### config.mk
export PLATFORM = sky130hd
export DESIGN_NAME = rrmf_front
export DESIGN_NICKNAME = d
export VERILOG_FILES = /design/src/rtl/assert_macros.svh /design/src/rtl/rrmf_pkg.sv /design/src/rtl/rrmf_front.sv
export SDC_FILE = /design/constraint.sdc
export NUM_CORES = 1
export LEC_CHECK = 0
export BUFFER_PORTS_ARGS = -buffer_cell sky130_fd_sc_hd__buf_2
export CAP_MARGIN = 20
export CORE_UTILIZATION = 34
export CTS_BUF_LIST = sky130_fd_sc_hd__clkbuf_4
export DETAILED_ROUTE_END_ITERATION = 8
export MAX_ROUTING_LAYER = met4
export SYNTH_ARGS = -nofsm -noshare
export SYNTH_HDL_FRONTEND = slang
export SYNTH_SLANG_ARGS = --single-unit
### constraint.sdc
create_clock -name clk -period 6.6 [get_ports clk]
set_clock_uncertainty 0.05 [all_clocks]
set_input_delay 0.66 -clock clk [delete_from_list [all_inputs] [get_ports clk]]
set_output_delay 0.66 -clock clk [all_outputs]
set_load 0.01 [all_outputs]
### src/rtl/assert_macros.svh
// Assertion macros shared by the RTL of the round-robin multi-queue block.
// Define ASSERT_OFF to compile every check away; no other dependencies.
`ifndef ASSERT_MACROS_SVH
`define ASSERT_MACROS_SVH
`ifndef ASSERT_OFF
`define RRMF_ASSERT(label, clk, rst_n, prop, msg) \
	label: assert property (@(posedge clk) disable iff (!rst_n) prop) else $error(msg);
`define RRMF_ASSERT_NEVER(label, clk, rst_n, cond, msg) \
	label: assert property (@(posedge clk) disable iff (!rst_n) !(cond)) else $error(msg);
`else
`define RRMF_ASSERT(label, clk, rst_n, prop, msg)
`define RRMF_ASSERT_NEVER(label, clk, rst_n, cond, msg)
`endif
`endif

### src/rtl/rrmf_pkg.sv
// Shared constants, codes and payload types of the round-robin multi-queue block.
// No dependencies; the core, front, engine and result-queue files import this package.
package rrmf_pkg;

	localparam int NUM_PRODUCERS = 8;
	localparam int QUEUE_DEPTH   = 16;
	localparam int DATA_WIDTH    = 32;

	// fixed field widths of the ports
	localparam int CFG_W    = 4;
	localparam int PID_IN_W = 4;
	localparam int ITEM_W   = 32;
	localparam int COUNT_W  = 8;

	localparam int PID_W     = (NUM_PRODUCERS > 1) ? $clog2(NUM_PRODUCERS) : 1;
	localparam int PTR_W     = $clog2(QUEUE_DEPTH);
	localparam int FILL_W    = $clog2(QUEUE_DEPTH + 1);
	localparam int ADDR_W    = PID_W + PTR_W;
	localparam int RAM_DEPTH = 2 ** ADDR_W;
	localparam int TOTAL_MAX = NUM_PRODUCERS * QUEUE_DEPTH;

	localparam int IN_Q_DEPTH  = 2;
	localparam int IN_Q_PTR_W  = $clog2(IN_Q_DEPTH);
	localparam int IN_Q_CNT_W  = $clog2(IN_Q_DEPTH + 1);
	localparam int OUT_Q_DEPTH = 4;
	localparam int OUT_Q_PTR_W = $clog2(OUT_Q_DEPTH);
	localparam int OUT_Q_CNT_W = $clog2(OUT_Q_DEPTH + 1);

	typedef enum logic {
		OP_ENQ = 1'b0,
		OP_DEQ = 1'b1
	} op_t;

	typedef enum logic [1:0] {
		ST_OK     = 2'd0,
		ST_BAD_ID = 2'd1,
		ST_FULL   = 2'd2,
		ST_EMPTY  = 2'd3
	} status_t;

	typedef struct packed {
		op_t                 operation;
		logic [PID_IN_W-1:0] producer_id;
		logic [ITEM_W-1:0]   item_in;
	} rrmf_in_t;

	typedef struct packed {
		status_t            status;
		logic [ITEM_W-1:0]  item_out;
		logic [COUNT_W-1:0] total_count;
		logic               all_empty;
	} rrmf_out_t;

	// classified request handed from the front to the engine
	typedef struct packed {
		op_t                   op;
		logic                  bad_id;
		logic [PID_W-1:0]      pid;
		logic [DATA_WIDTH-1:0] data;
	} rrmf_req_t;

endpackage

### src/rtl/rrmf_front.sv
// Front end: checks the producer index of each enqueue and holds every request in a short queue.
// Depends on rrmf_pkg.
module rrmf_front (
	input  logic                     clk,
	input  logic                     arst_n,
	input  logic [rrmf_pkg::CFG_W-1:0] active,
	input  logic                     push,
	output logic                     full,
	input  rrmf_pkg::rrmf_in_t       request,
	output logic                     req_valid,
	input  logic                     req_ready,
	output rrmf_pkg::rrmf_req_t      req
);
	import rrmf_pkg::*;

	rrmf_req_t             entry_q [IN_Q_DEPTH];
	logic [IN_Q_PTR_W-1:0] wr_ptr_q;
	logic [IN_Q_PTR_W-1:0] rd_ptr_q;
	logic [IN_Q_CNT_W-1:0] count_q;
	rrmf_req_t             classified;
	logic                  do_push;
	logic                  do_pop;

	// the index only matters for an enqueue; a dequeue ignores it
	always_comb begin
		classified.op     = request.operation;
		classified.bad_id = (request.operation == OP_ENQ) && (request.producer_id >= active);
		classified.pid    = request.producer_id[PID_W-1:0];
		classified.data   = request.item_in[DATA_WIDTH-1:0];
	end

	assign full      = (count_q == IN_Q_CNT_W'(IN_Q_DEPTH));
	assign req_valid = (count_q != '0);
	assign req       = entry_q[rd_ptr_q];
	assign do_push   = push && !full;
	assign do_pop    = req_valid && req_ready;

	always_ff @(posedge clk) begin
		if (do_push) begin
			entry_q[wr_ptr_q] <= classified;
		end
	end

	always_ff @(posedge clk or negedge arst_n) begin
		if (!arst_n) begin
			wr_ptr_q <= '0;
			rd_ptr_q <= '0;
			count_q  <= '0;
		end else begin
			if (do_push) begin
				wr_ptr_q <= wr_ptr_q + 1'b1;
			end
			if (do_pop) begin
				rd_ptr_q <= rd_ptr_q + 1'b1;
			end
			unique case ({do_push, do_pop})
				2'b10:   count_q <= count_q + 1'b1;
				2'b01:   count_q <= count_q - 1'b1;
				default: count_q <= count_q;
			endcase
		end
	end

endmodule

==> results.md <==
- The share of synthesized area in the top cell type comes to 0.729.
- Static timing analysis puts the maximum clock frequency at 0.383 GHz.
- By count the netlist is led by sky130_fd_sc_hd__edfxtp_1, sky130_fd_sc_hd__mux2_4, sky130_fd_sc_hd__mux2_2.
- Once the clock tree was built, the setup fixing pass inserted 0 buffers.
- Port buffering added 83 buffers.
- At the pin with the least slew margin, the transition time is 907 ps.
- The predominant post-synthesis flop cell is sky130_fd_sc_hd__edfxtp_1.
- The synthesized design contains 74 enable-type register cells.
- The arithmetic-cell share of the synthesized area counting full adders, half adders and majority gates is 0.0205.
- The post-synthesis compound-gate area fraction is 0.00616.
- Measured along the x axis, the die boundary spans 96.7 um.
- The worst min-delay path category is in2reg.
- The critical path start-end classification is reg2out.
- After global routing the overflow that remains totals 0.
- Routability-driven placement finished with a final weighted congestion of 0.660.
- The die height is 96.7 um.
- The fraction of the yosys area taken by sequential cells is 0.762.
- The reported leakage power is 1.51 nW.
- The level count of the clock H-tree is 3.
- The kind of start point of the critical path is a flop.
- The dominant cell type by area after synthesis is sky130_fd_sc_hd__edfxtp_1.
- After clock tree synthesis, the clock-pin slew on the worst setup and hold paths is 130 ps.
- Along the worst path, the maximum fanout reaches 21.
- The clock passes through at most 2 buffers.
- The cell chosen for the clock root is sky130_fd_sc_hd__clkbuf_4.
- Synthesis produced a netlist with a net count of 197.
- The largest voltage drop on the vdd net is 0.186 mV.
- The count of nets left with antenna violations once routing finished came out at 0.
- The final standard cell utilization of the core is 0.436.
- The overall routed net length is 5080 um.
- The detailed router finished its first iteration with 46 violations.
- The half-perimeter wire length after placement is 3360 um.
- The number of buffers created by CTS is 9.
- The number of nets in the layout is 290.
- Measured against its own limit, the worst slew margin works out to 0.395.
- The synthesized design contains 78 register bits.
- The final routed DRC violation total is 0.
- The total die area is 9340 um2.
- The starting density of the core is 0.351.
- The final clock period utilization by the worst path is 0.396.
- In the post-synthesis netlist, the cell with the most instances is sky130_fd_sc_hd__edfxtp_1.
- The clock sink count is 78.
- The critical path required time is 5890 ps.
- The via count of the first global-routing pass came to 1640.
- The post-synth design cell area is 3050 um2.
- Once the clock tree was built, the resizer swapped 0 gates to a different size.
- The routed length per placed instance is 14.4 um.
- The number of maximum-capacitance violations is 0.
- The CTS tree is yes.
- The maximum number of pins on one net before global-route repair is 39.
- Setup repair after global routing left no endpoint under its margin.
- Measured against the total synthesized area, the mux share comes to 0.161.
- The total vias in the final route is 1587.
- Each instance of the synthesized netlist takes up on average 20.7 um2.
- In the final timing run, aggregate negative setup slack is 0 ps.
- The area growth from synthesis to layout is 24.2%.
- Counting every instance in the synthesized netlist gives 147.
- Setup violations remaining at the end of the flow were counted as 0.
- Of the total synthesized cell area, the portion taken by XOR and XNOR cells is 0.0144.
- The clock network latency to the later pin of the worst-skew pair is 390 ps.
- The count of endpoints failing hold in the final timing report came to 0.
- The global-route wire length before repair is 7910 um.
- The fraction of final layout cells with drive strength greater than 1 is 0.571.
- Of the total synthesized cell area, the portion taken by AND, OR, NAND and NOR gates is 0.0164.
- The flow ran to the end, and the final reports show no timing, DRC or antenna violations.
- Row generation in the floorplan step produced 34 rows.
- The worst setup path is captured at an output port.
- For this run, the number of Yosys warnings is 0.
- Dividing total power by cell area gives a power density of 413 nW/um2.
- The count of final max-slew check failures is 0.
- The global routing usage summed across all routing layers is 0.115.
- The arrival time at the worst endpoint is 1900 ps.
- In the post-synthesis netlist, the biggest area contributors are sky130_fd_sc_hd__edfxtp_1, sky130_fd_sc_hd__mux2_4, sky130_fd_sc_hd__mux2_2.
- The first-pass detailed-route iteration total is 4.
- The initial antenna violation count came to 1.
- For this design the top-level I/O count stands at 84.
- The largest family of logic cells by synthesized area is multiplexers.
- The clock period minus worst slack is 2610 ps.
- The number of different library cells in the post-synthesis netlist is 19.
- The core region is 8680 um2.
- Counting flops with an async set or reset pin after synthesis yields a share of 0.0513.
- Dividing the detail-routed via count by the number of cells gives 4.48.
[cell usage in the layout (no fill, tap or decap), types with 2 or more instances in the layout]
cell type	instances
sky130_fd_sc_hd__buf_2	83
sky130_fd_sc_hd__bufinv_16	2
sky130_fd_sc_hd__clkbuf_4	9
sky130_fd_sc_hd__clkinv_1	2
sky130_fd_sc_hd__dfrtp_1	3
sky130_fd_sc_hd__edfxtp_1	74
sky130_fd_sc_hd__ha_1	5
sky130_fd_sc_hd__inv_1	5
sky130_fd_sc_hd__mux2_2	17
sky130_fd_sc_hd__mux2_4	20
sky130_fd_sc_hd__nor2_1	4
sky130_fd_sc_hd__xnor2_1	3
sky130_fd_sc_hd__xor2_1	2
[worst max-delay path: stages, from the launching register on]
cell	delay [ps]
sky130_fd_sc_hd__dfrtp_2	750
sky130_fd_sc_hd__buf_12	260
sky130_fd_sc_hd__mux2_2	350
sky130_fd_sc_hd__buf_2	140
[layout make-up]
cell class | instances | area (um2)
antenna | 1 | 2.50
sequential | 78 | 2320
clock buffer | 9 | 67.6
multi-input combinational | 60 | 676
inverter | 5 | 18.8
fill | 823 | 4890
timing repair buffer | 86 | 473
clock inverter | 7 | 88.8
tap | 108 | 135
[where the power goes]
| part | switching [mW] | total, mW | internal (mW) | leakage (nW) |
|---|---|---|---|---|
| registers | 0.0600 | 0.739 | 0.679 | 0.734 |
| logic | 0.242 | 0.514 | 0.272 | 0.699 |
| clock network | 0.159 | 0.310 | 0.151 | 0.0810 |
| total | 0.461 | 1.56 | 1.10 | 1.51 |
[registers in the layout (all words and copies together) (netlist names)]
name      cells
count_q       2
entry_q      74
rd_ptr_q      1
wr_ptr_q      1
[worst paths after layout]
kind	to	depth (start not counted)	startpoint	slack, ps
max	req[35]	3	rd_ptr_q$_DFFE_PN0P_	3990
min	entry_q[1][11]$_DFFE_PP_	1	request[11]	380
max reg2reg	entry_q[0][33]$_DFFE_PP_	4	count_q[0]$_DFFE_PN0P_	4760
min reg2reg	count_q[1]$_DFFE_PN0P_	1	count_q[1]$_DFFE_PN0P_	450
max in group asynchronous	rd_ptr_q$_DFFE_PN0P_	2	arst_n	5820
min in group asynchronous	rd_ptr_q$_DFFE_PN0P_	2	arst_n	540
[routing by layer]
| layer | part of all wire | GRT usage |
|---|---|---|
| met5 | 0 | - |
| met4 | 0.014 | 0.0517 |
| met3 | 0.079 | 0.0419 |
| met2 | 0.44 | 0.168 |
| met1 | 0.47 | 0.143 |
[through the flow]
step / power [mW] / setup WS (ps) / cells / cell area [um2] / hold WS (ps)
after floorplan: 1.09 / 3800 / 147 / 3050 / 314
after global placement: 1.25 / 4180 / 334 / 3570 / 426
after detailed placement: 1.27 / 4190 / 335 / 3600 / 432
after CTS: 1.58 / 3720 / 352 / 3760 / 356
after global routing: 1.65 / 3850 / 354 / 3780 / 342
final: 1.56 / 3990 / 354 / 3780 / 381
[repair_timing]
| item | CTS | global route |
|---|---|---|
| hold buffers | 1 | 0 |
| endpoints found under the hold margin | 4 | 0 |
| setup endpoints to repair | 0 | 0 |
[cell families (layout without fill, tap and decap cells)]
group           count (synthesis)  after routing
fa+ha+maj                       5              5
buf+inv                         9            107
compound gates                  3              3
mux                            37             37
simple gates                   10             10
other cells                     0              1
flops                          78             78
xor+xnor                        5              5
Note: power is estimated with default switching activity, not from simulation.
