[src/rtl/assert_macros.svh]
// Assertion macros shared by the RTL of the round-robin multi-queue block.
// Define ASSERT_OFF to compile every check away; no other dependencies.
`ifndef ASSERT_MACROS_SVH
`define ASSERT_MACROS_SVH
`ifndef ASSERT_OFF
`define RRMF_ASSERT(label, clk, rst_n, prop, msg) \
	label: assert property (@(posedge clk) disable iff (!rst_n) prop) else $error(msg);
`define RRMF_ASSERT_NEVER(label, clk, rst_n, cond, msg) \
	label: assert property (@(posedge clk) disable iff (!rst_n) !(cond)) else $error(msg);
`else
`define RRMF_ASSERT(label, clk, rst_n, prop, msg)
`define RRMF_ASSERT_NEVER(label, clk, rst_n, cond, msg)
`endif
`endif

[src/rtl/rrmf_pkg.sv]
// Shared constants, codes and payload types of the round-robin multi-queue block.
// No dependencies; the core, front, engine and result-queue files import this package.
package rrmf_pkg;

	localparam int NUM_PRODUCERS = 8;
	localparam int QUEUE_DEPTH   = 16;
	localparam int DATA_WIDTH    = 32;

	// fixed field widths of the ports
	localparam int CFG_W    = 4;
	localparam int PID_IN_W = 4;
	localparam int ITEM_W   = 32;
	localparam int COUNT_W  = 8;

	localparam int PID_W     = (NUM_PRODUCERS > 1) ? $clog2(NUM_PRODUCERS) : 1;
	localparam int PTR_W     = $clog2(QUEUE_DEPTH);
	localparam int FILL_W    = $clog2(QUEUE_DEPTH + 1);
	localparam int ADDR_W    = PID_W + PTR_W;
	localparam int RAM_DEPTH = 2 ** ADDR_W;
	localparam int TOTAL_MAX = NUM_PRODUCERS * QUEUE_DEPTH;

	localparam int IN_Q_DEPTH  = 2;
	localparam int IN_Q_PTR_W  = $clog2(IN_Q_DEPTH);
	localparam int IN_Q_CNT_W  = $clog2(IN_Q_DEPTH + 1);
	localparam int OUT_Q_DEPTH = 4;
	localparam int OUT_Q_PTR_W = $clog2(OUT_Q_DEPTH);
	localparam int OUT_Q_CNT_W = $clog2(OUT_Q_DEPTH + 1);

	typedef enum logic {
		OP_ENQ = 1'b0,
		OP_DEQ = 1'b1
	} op_t;

	typedef enum logic [1:0] {
		ST_OK     = 2'd0,
		ST_BAD_ID = 2'd1,
		ST_FULL   = 2'd2,
		ST_EMPTY  = 2'd3
	} status_t;

	typedef struct packed {
		op_t                 operation;
		logic [PID_IN_W-1:0] producer_id;
		logic [ITEM_W-1:0]   item_in;
	} rrmf_in_t;

	typedef struct packed {
		status_t            status;
		logic [ITEM_W-1:0]  item_out;
		logic [COUNT_W-1:0] total_count;
		logic               all_empty;
	} rrmf_out_t;

	// classified request handed from the front to the engine
	typedef struct packed {
		op_t                   op;
		logic                  bad_id;
		logic [PID_W-1:0]      pid;
		logic [DATA_WIDTH-1:0] data;
	} rrmf_req_t;

endpackage

[src/rtl/rrmf_out_q.sv]
// Result queue between the engine and the consumer, with a credit check for the engine.
// Depends on rrmf_pkg.
module rrmf_out_q (
	input  logic                clk,
	input  logic                arst_n,
	input  logic                push,
	input  rrmf_pkg::rrmf_out_t din,
	output logic                space,
	output logic                empty,
	input  logic                pop,
	output rrmf_pkg::rrmf_out_t dout
);
	import rrmf_pkg::*;

	rrmf_out_t              entry_q [OUT_Q_DEPTH];
	logic [OUT_Q_PTR_W-1:0] wr_ptr_q;
	logic [OUT_Q_PTR_W-1:0] rd_ptr_q;
	logic [OUT_Q_CNT_W-1:0] count_q;
	logic                   do_pop;

	// room for one more result behind the one arriving now
	assign space  = ((OUT_Q_CNT_W + 1)'(count_q) + (OUT_Q_CNT_W + 1)'(push))
		< (OUT_Q_CNT_W + 1)'(OUT_Q_DEPTH);
	assign empty  = (count_q == '0);
	assign dout   = entry_q[rd_ptr_q];
	assign do_pop = pop && !empty;

	always_ff @(posedge clk) begin
		if (push) begin
			entry_q[wr_ptr_q] <= din;
		end
	end

	always_ff @(posedge clk or negedge arst_n) begin
		if (!arst_n) begin
			wr_ptr_q <= '0;
			rd_ptr_q <= '0;
			count_q  <= '0;
		end else begin
			if (push) begin
				wr_ptr_q <= wr_ptr_q + 1'b1;
			end
			if (do_pop) begin
				rd_ptr_q <= rd_ptr_q + 1'b1;
			end
			unique case ({push, do_pop})
				2'b10:   count_q <= count_q + 1'b1;
				2'b01:   count_q <= count_q - 1'b1;
				default: count_q <= count_q;
			endcase
		end
	end

endmodule
[config.mk]
export PLATFORM = sky130hd
export DESIGN_NAME = rrmf_out_q
export DESIGN_NICKNAME = d
export VERILOG_FILES = /design/src/rtl/assert_macros.svh /design/src/rtl/rrmf_pkg.sv /design/src/rtl/rrmf_out_q.sv
export SDC_FILE = /design/constraint.sdc
export NUM_CORES = 1
export LEC_CHECK = 0
export BUFFER_PORTS_ARGS = -buffer_cell sky130_fd_sc_hd__buf_4
export CAP_MARGIN = 40
export CELL_PAD_IN_SITES_DETAIL_PLACEMENT = 1
export CELL_PAD_IN_SITES_GLOBAL_PLACEMENT = 1
export CORE_ASPECT_RATIO = 0.9
export CORE_MARGIN = 2
export CORE_UTILIZATION = 30
export DETAILED_ROUTE_END_ITERATION = 8
export HOLD_SLACK_MARGIN = 0.1
export PLACE_DENSITY_LB_ADDON = 0.25
export SYNTH_ARGS = -nofsm -noshare
export SYNTH_HDL_FRONTEND = slang
export SYNTH_SLANG_ARGS = --single-unit
[constraint.sdc]
create_clock -name clk -period 2.2 [get_ports clk]
set_clock_uncertainty 0.2 [all_clocks]
set_input_delay 0.44 -clock clk [delete_from_list [all_inputs] [get_ports clk]]
set_output_delay 0.44 -clock clk [all_outputs]
set_load 0.1 [all_outputs]
==> results of run 1 <==
==> per-layer routing <==
layer | track usage [%] | part of all wire [%] | vias up
met5 | 0 | 0 | -
met4 | 3.71 | 0.81 | 0
met3 | 4.02 | 4.5 | 14
met2 | 21.7 | 53 | 73
met1 | 15.6 | 42 | 1677
li1 | - | - | 1428
==> cell type report <==
cell class              count  share of cell area, %
clock buffers              17                   4.63
multi-input cells          67                   13.0
flip-flops and latches    179                   58.2
well taps                 291                   3.96
clock inverters            15                   2.74
repair buffers            155                   17.2
inverters                   6                  0.245
==> cell families (layout without fill, tap and decap cells) <==
logic type	count (synthesis)	after routing	synth area share, %
and+or+nand+nor	8	8	0.618
muxes	44	44	14.9
DFF	179	179	80.0
buffers and inverters	17	193	2.14
adders and majority gates	6	6	1.24
AOI/OAI and AO/OA	3	3	0.300
xor gates and xnor gates	6	6	0.787
==> registers in the layout, summed over array words and instances, names as in the netlist <==
signal	count
rd_ptr_q	2
count_q	3
wr_ptr_q	2
entry_q	172
==> worst paths after layout <==
| kind | depth (start not counted) | endpoint | slack, ns | from |
|---|---|---|---|---|
| hold reg to reg | 1 | wr_ptr_q[0]$_DFFE_PN0P_ | 0.35 | wr_ptr_q[0]$_DFFE_PN0P_ |
| setup / recovery | 4 | dout[25] | -0.33 | rd_ptr_q[0]$_DFFE_PN0P_ |
| min in group clk | 3 | rd_ptr_q[0]$_DFFE_PN0P_ | 0.21 | pop |
| max in group asynchronous | 2 | rd_ptr_q[0]$_DFFE_PN0P_ | 1.48 | arst_n |
| hold / removal | 2 | count_q[2]$_DFFE_PN0P_ | 0.17 | arst_n |
| setup reg to reg | 7 | count_q[2]$_DFFE_PN0P_ | 0.14 | count_q[2]$_DFFE_PN0P_ |
==> through the flow <==
| step | setup WS, ns | area, um^2 |
|---|---|---|
| 2_1_floorplan | -0.0987 | 6690 |
| 3_3_place_gp | 0.0207 | 7850 |
| 3_5_place_dp | 0.0197 | 7850 |
| 4_1_cts | -0.373 | 9180 |
| 5_1_grt | -0.409 | 9190 |
| 6_report | -0.332 | 9190 |
==> cell usage after synthesis <==
| library cell | number | share of area [%] |
|---|---|---|
| edfxtp_1 | 172 | 77 |
| mux4_2 | 38 | 13 |
| dfrtp_1 | 7 | 2.6 |
| inv_1 | 6 | 0.34 |
| buf_2 | 5 | 0.37 |
| ha_1 | 5 | 0.94 |
| mux4_1 | 5 | 2.0 |
| and2_1 | 4 | 0.37 |
| buf_12 | 4 | 1.2 |
| xor2_1 | 4 | 0.52 |
| nand2_1 | 2 | 0.11 |
| xnor2_1 | 2 | 0.26 |
| a31oi_1 | 1 | 0.094 |
| buf_6 | 1 | 0.17 |
| clkbuf_1 | 1 | 0.056 |
| fa_1 | 1 | 0.30 |
| mux2i_1 | 1 | 0.15 |
| nor2_1 | 1 | 0.056 |
| nor3_1 | 1 | 0.075 |
| o21ai_0 | 1 | 0.075 |
| o31a_1 | 1 | 0.13 |
==> worst max-delay path, cell delays in order, from the launching register on <==
cell     delay [ns]
dfrtp_4        0.54
buf_4          0.16
buf_6          0.10
mux4_2         0.48
buf_12         0.20
==> what timing repair did <==
item / in CTS / in global routing
hold buffers: 46 / 0
setup endpoints to repair: 43 / 44
resized for setup: 52 / 2
gates cloned: 0 / 0
pin swaps: 0 / 0
buffers inserted: 3 / 1
hold endpoints to repair: 180 / 0
==> flow_metrics.tcl, run 1 <==
set metrics [dict create \
    cts_tree "yes" \
    rows 51 \
    die_w_um 161 \
    vias 3192 \
    worst_slew_pin_slew_ns 0.277 \
    grt-ovfl-total 0 \
    antenna_cells 0 \
    fin_ws_ns -0.332 \
    layout_common_cells "edfxtp_1, buf_4, dlygate4sd3_1, mux4_2, buf_6" \
    drt_iter0_drc 145 \
    grt_use_total_pct 12.7 \
    cts_max_path_buffers 2 \
    insertion_delay_ns 0.42 \
    synth_fp_nets 316 \
    worstPathArrival_ns 1.89 \
    endpoint_kind "output port" \
    fin_cells 730 \
    n_fill_cell 2044 \
    final_common_cell "edfxtp_1" \
    vias_per_cell 4.37 \
    finalSetupViolations 43 \
    netlist_instances 263 \
    dieArea_um2 23500 \
    gp_congestion 0.677 \
    ys_types 21 \
    drc 0 \
    required_ns 1.56 \
    startpoint_type "flip-flop" \
    max_freq_ghz 0.395 \
    multiInputGateArea_um2 1200 \
    synth.avg_cell_area_um2 25.4 \
    boundaryPins 92 \
    fin_setup_tns_ns -12.09 \
    slew_headroom_pct 81.7 \
    yosys_warnings 0 \
    hold_class "primary input to async pin" \
    coreArea_um2 21800 \
    area_growth_pct 37.6 \
    cts-root-buf "clkbuf_16" \
    grt_pass1_vias 3780 \
    grt_max_degree 29 \
    ys_seq_area_share_pct 80.0 \
    nets 479 \
    rsz0062_at_grt "true" \
    violations "negative setup slack" \
    drt-wirelength-per-cell_um 18.9 \
    status "finished with violations" \
    drive_gt1_share_pct 43.3 \
    drt_pass1_iterations 4 \
    cts_buffers 17 \
    finalMaxSlewViolations 0 \
    seq_area_um2 5350 \
    finalCritPeriodShare_pct 115 \
    dp.cells 649 \
    ant_nets 0 \
    io_buffers 91 \
    antenna_found_initial 0 \
    crit_type "flip-flop to output port" \
    dpl.hpwl_um 8160 \
    start_util_pct 30.7 \
    maxCapViolCount 0 \
    hold_violations 0 \
    synthesis.area_um2 6680 \
    cts_sinks 179 \
    path_clk_slew_ns 0.07 \
    dieHeight_um 146 \
    cts_max_level 4 \
    cp_max_fo 5 \
    final_util_pct 42.2 \
    routed_wirelength_um 13800 \
    grt_pass1_wl_um 22100 \
    ys_seq_elements 179 \
    hold_ws_ns 0.167 \
    finalCriticalPeriod_ns 2.53 \
]
Power of run 1 is left out: the tool's default activity adds up to more than one toggle a clock period on the data nets, which glitch-free logic cannot reach.
==> inputs of run 2 (changes only) <==
--- a/config.mk
+++ b/config.mk
@@ -10,7 +10,6 @@
 export CELL_PAD_IN_SITES_DETAIL_PLACEMENT = 1
 export CELL_PAD_IN_SITES_GLOBAL_PLACEMENT = 1
 export CORE_ASPECT_RATIO = 0.9
-export CORE_MARGIN = 2
 export CORE_UTILIZATION = 30
 export DETAILED_ROUTE_END_ITERATION = 8
 export HOLD_SLACK_MARGIN = 0.1
==> flow_metrics.tcl, run 2 (synthesis results as in run 1) <==
set metrics [dict create \
    status "finished with violations" \
    violations "negative setup slack" \
    fin_ws_ns -0.331 \
    insertion_delay_ns 0.43 \
    cts-root-buf "clkbuf_16" \
    dpl.hpwl_um 8110 \
    endpoint_kind "output port" \
    slew_headroom_pct 74.2 \
    finalCritPeriodShare_pct 115 \
    cts_max_level 4 \
    maxCapViolCount 0 \
    cp_max_fo 7 \
    start_util_pct 30.7 \
    r2r-start "count_q[2]$_DFFE_PN0P_" \
    placed_area_um2 7830 \
    cts_sinks 179 \
    antenna_found_initial 0 \
    nets 482 \
    drive_gt1_share_pct 43.7 \
    grt_pass1_vias 3609 \
    grt_max_degree 25 \
    largest_reg_flops 172 \
    die_w_um 159 \
    grt_use_total_pct 12.4 \
    fin_setup_tns_ns -13.03 \
    rows 51 \
    ant_nets 0 \
    io_buffers 91 \
    rr_endpoint "count_q[2]$_DFFE_PN0P_" \
    startpoint_type "flip-flop" \
    antenna_cells 0 \
    finalMaxSlewViolations 0 \
    crit_type "flip-flop to output port" \
    vias 3218 \
    drc 0 \
    dieArea_um2 22900 \
    vias_per_cell 4.39 \
    cts_buffers 17 \
    required_ns 1.56 \
    drt-wirelength-per-cell_um 18.2 \
    ff2ff_setup_slack_ns 0.12 \
    worst_slew_pin_slew_ns 0.387 \
    cts_tree "yes" \
    design_area_um2 9160 \
    rr_worst_depth 7 \
    top_register "entry_q" \
    n_fill_cell 2023 \
    worstPathArrival_ns 1.89 \
    path_clk_slew_ns 0.07 \
    final_common_cell "edfxtp_1" \
    drt_iter0_drc 180 \
    grt-ovfl-total 0 \
    grt_pass1_wl_um 20500 \
    finalSetupViolations 43 \
    gp_congestion 0.665 \
    routed_wirelength_um 13300 \
    largestRegisters "entry_q: 172 flops, count_q: 3 flops" \
    coreArea_um2 21800 \
    area_growth_pct 37.1 \
    hold_violations 0 \
    rsz0062_at_grt "true" \
    drt_pass1_iterations 4 \
    boundaryPins 92 \
    finalCriticalPeriod_ns 2.53 \
    dieHeight_um 144 \
    hold_class "primary input to async pin" \
    final_util_pct 42.1 \
    max_freq_ghz 0.395 \
    cts_max_path_buffers 2 \
    layout_common_cells "edfxtp_1, buf_4, dlygate4sd3_1, mux4_2, buf_6" \
]
run 2: worst max-delay path, cell delays in order, from the launching register on:
cell and delay [ns]:
dfrtp_4 0.51, buf_12 0.14, buf_12 0.14, mux4_2 0.47
buf_8 0.20
run 2: metrics by stage:
| step | cells | setup slack (ns) | hold WS, ns |
|---|---|---|---|
| detailed placement | 651 | 0.0140 | 0.0648 |
| global placement | 651 | 0.0442 | 0.0637 |
| CTS | 732 | -0.372 | 0.145 |
| finish | 733 | -0.331 | 0.162 |
| global route | 733 | -0.383 | 0.177 |
| floorplan | 263 | -0.0987 | -0.0556 |
run 2: repair_timing:
| action | CTS | global route |
|---|---|---|
| setup endpoints to repair | 43 | 43 |
| hold buffers | 45 | 0 |
| resized for setup | 60 | 7 |
| cloned | 1 | 1 |
| setup buffers | 3 | 1 |
| endpoints found under the hold margin | 181 | 0 |
run 2: final cells by class:
cell class | count | area (um^2) | area share (%)
well taps | 291 | 364 | 3.98
flip-flops and latches | 179 | 5350 | 58.4
inverters | 6 | 22.5 | 0.246
clock inverters | 13 | 149 | 1.63
repair buffers | 158 | 1650 | 18.0
multi-input cells | 67 | 1190 | 13.0
clock buffers | 19 | 433 | 4.73
run 2: worst max-delay path by stage:
stage	end	from	slack [ns]	depth (start not counted)
after global routing	dout[37]	rd_ptr_q[0]$_DFFE_PN0P_	-0.38	4
after global placement	dout[33]	rd_ptr_q[0]$_DFFE_PN0P_	0.04	3
final	dout[17]	rd_ptr_q[0]$_DFFE_PN0P_	-0.33	4
after detailed placement	dout[33]	rd_ptr_q[0]$_DFFE_PN0P_	0.01	3
after floorplan	empty	count_q[0]$_DFFE_PN0P_	-0.1	1
after CTS	dout[5]	rd_ptr_q[0]$_DFFE_PN0P_	-0.37	4
run 2: routing by layer:
metal | share of wire (%) | global-route usage, %
met1 | 43 | 14.2
met2 | 51 | 22.0
met3 | 4.2 | 3.46
met4 | 1.7 | 5.47
met5 | 0 | 0
Power of run 2 is left out for the same reason.
==> inputs of run 3 (changes only) <==
--- a/config.mk
+++ b/config.mk
@@ -14,6 +14,7 @@
 export DETAILED_ROUTE_END_ITERATION = 8
 export HOLD_SLACK_MARGIN = 0.1
 export PLACE_DENSITY_LB_ADDON = 0.25
+export RECOVER_POWER = 100
 export SYNTH_ARGS = -nofsm -noshare
 export SYNTH_HDL_FRONTEND = slang
 export SYNTH_SLANG_ARGS = --single-unit
==> flow_metrics.tcl, run 3 (synthesis results as in run 1) <==
set metrics [dict create \
    status "finished with violations" \
    violations "negative setup slack" \
    grt_max_degree 25 \
    cts_max_level 4 \
    drc 0 \
    drt_pass1_iterations 4 \
    fin_ws_ns -0.332 \
    startpoint_type "flip-flop" \
    antenna_found_initial 0 \
    nets 482 \
    cpMostUsedCell "buf_12" \
    cp_max_fo 7 \
    holdCritStartpoint "pop" \
    path_cells "buf_12 -> buf_12 -> mux4_2 -> buf_8" \
    routed_wirelength_um 13300 \
    start_util_pct 30.7 \
    cts_buffers 17 \
    rsz0062_at_grt "true" \
    grt_pass1_wl_um 20500 \
    max_freq_ghz 0.395 \
    antenna_cells 0 \
    die_w_um 159 \
    ant_nets 0 \
    critical-path-max-stage-delay_ns 0.51 \
    finalCriticalPeriod_ns 2.53 \
    required_ns 1.56 \
    layout_common_cells "edfxtp_1, clkbuf_1, dlygate4sd3_1, mux4_2, buf_6" \
    largest_reg_flops 172 \
    drt-wirelength-per-cell_um 18.2 \
    finalSetupViolations 43 \
    finalCritPeriodShare_pct 115 \
    cp_slowest_cell "dfrtp_4" \
    vias 3215 \
    io_buffers 91 \
    r2r-start "count_q[2]$_DFFE_PN0P_" \
    hold_violations 0 \
    dieHeight_um 144 \
    crit_type "flip-flop to output port" \
    cts_tree "yes" \
    drive_gt1_share_pct 33.5 \
    boundaryPins 92 \
    finalMaxSlewViolations 0 \
    grt_pass1_vias 3609 \
    vias_per_cell 4.39 \
    cts-root-buf "clkbuf_16" \
    cts_max_path_buffers 2 \
    grt_use_total_pct 12.4 \
    dpl.hpwl_um 8110 \
    final_common_cell "edfxtp_1" \
    grt-ovfl-total 0 \
    hold_ws_ns 0.243 \
    gp_congestion 0.665 \
    slew_headroom_pct 50.4 \
    drt_iter0_drc 177 \
    top_register "entry_q" \
    worstPathArrival_ns 1.89 \
    insertion_delay_ns 0.43 \
    worst_slew_pin_slew_ns 0.744 \
    n_fill_cell 2051 \
    endpoint_kind "output port" \
    coreArea_um2 21800 \
    dieArea_um2 22900 \
    path_clk_slew_ns 0.06 \
    startpoint "rd_ptr_q[0]$_DFFE_PN0P_" \
    hold_class "primary input to flip-flop" \
    cts_sinks 179 \
    area_growth_pct 34.3 \
    maxCapViolCount 0 \
    rows 51 \
    largestRegisters "entry_q: 172 flops, count_q: 3 flops" \
]
==> run 3: final timing paths <==
check                                           to  slack, ns  cells after the start
max                                       dout[17]      -0.33                      4
min                        rd_ptr_q[0]$_DFFE_PN0P_       0.24                      3
max reg2reg                 count_q[2]$_DFFE_PN0P_       0.13                      7
min reg2reg                wr_ptr_q[0]$_DFFE_PN0P_       0.35                      1
max in group asynchronous  rd_ptr_q[0]$_DFFE_PN0P_       1.18                      2
min in group asynchronous   count_q[2]$_DFFE_PN0P_       0.26                      2
==> run 3: layout make-up <==
class                      instances  area (um^2)  area share (%)
clock buffer                      19          433            4.83
clock inverter                    13          149            1.66
inverter                           6         22.5           0.251
multi-input combinational         67         1190            13.3
sequential                       179         5350            59.6
tap                              291          364            4.06
timing repair buffer             158         1460            16.3
==> run 3: repair_timing <==
action                                  4_1_cts  5_1_grt
setup buffers                                 3        1
endpoints found under the setup margin       43       43
resized for setup                            60        7
gates cloned                                  1        1
hold endpoints to repair                    181        0
hold buffers                                 45        0
==> run 3: layer usage <==
| metal | share of wire, % | track usage [%] | up-vias |
|---|---|---|---|
| li1 | - | - | 1433 |
| met1 | 43 | 14.2 | 1681 |
| met2 | 51 | 22.0 | 86 |
| met3 | 4.7 | 3.46 | 15 |
| met4 | 1.7 | 5.47 | 0 |
| met5 | 0 | 0 | - |
==> run 3: per-stage QoR <==
stage | TNS [ns] | worst slack (ns) | utilization, % | instances | area [um^2]
2_1_floorplan | -0.153 | -0.0987 | - | 263 | 6690
3_3_place_gp | 0 | 0.0442 | 36.0 | 651 | 7830
3_5_place_dp | 0 | 0.0140 | 36.0 | 651 | 7830
4_1_cts | -14.43 | -0.372 | 41.9 | 732 | 9120
5_1_grt | -15.19 | -0.383 | 41.2 | 733 | 8960
6_report | -13.06 | -0.332 | 41.2 | 733 | 8960
==> run 3: critical path: cells and delay by family, from the launching register on <==
family / cells / cell delay, ns
flip-flops: 1 / 0.51
buffers and inverters: 3 / 0.48
multiplexers: 1 / 0.47
Power of run 3 is left out for the same reason.
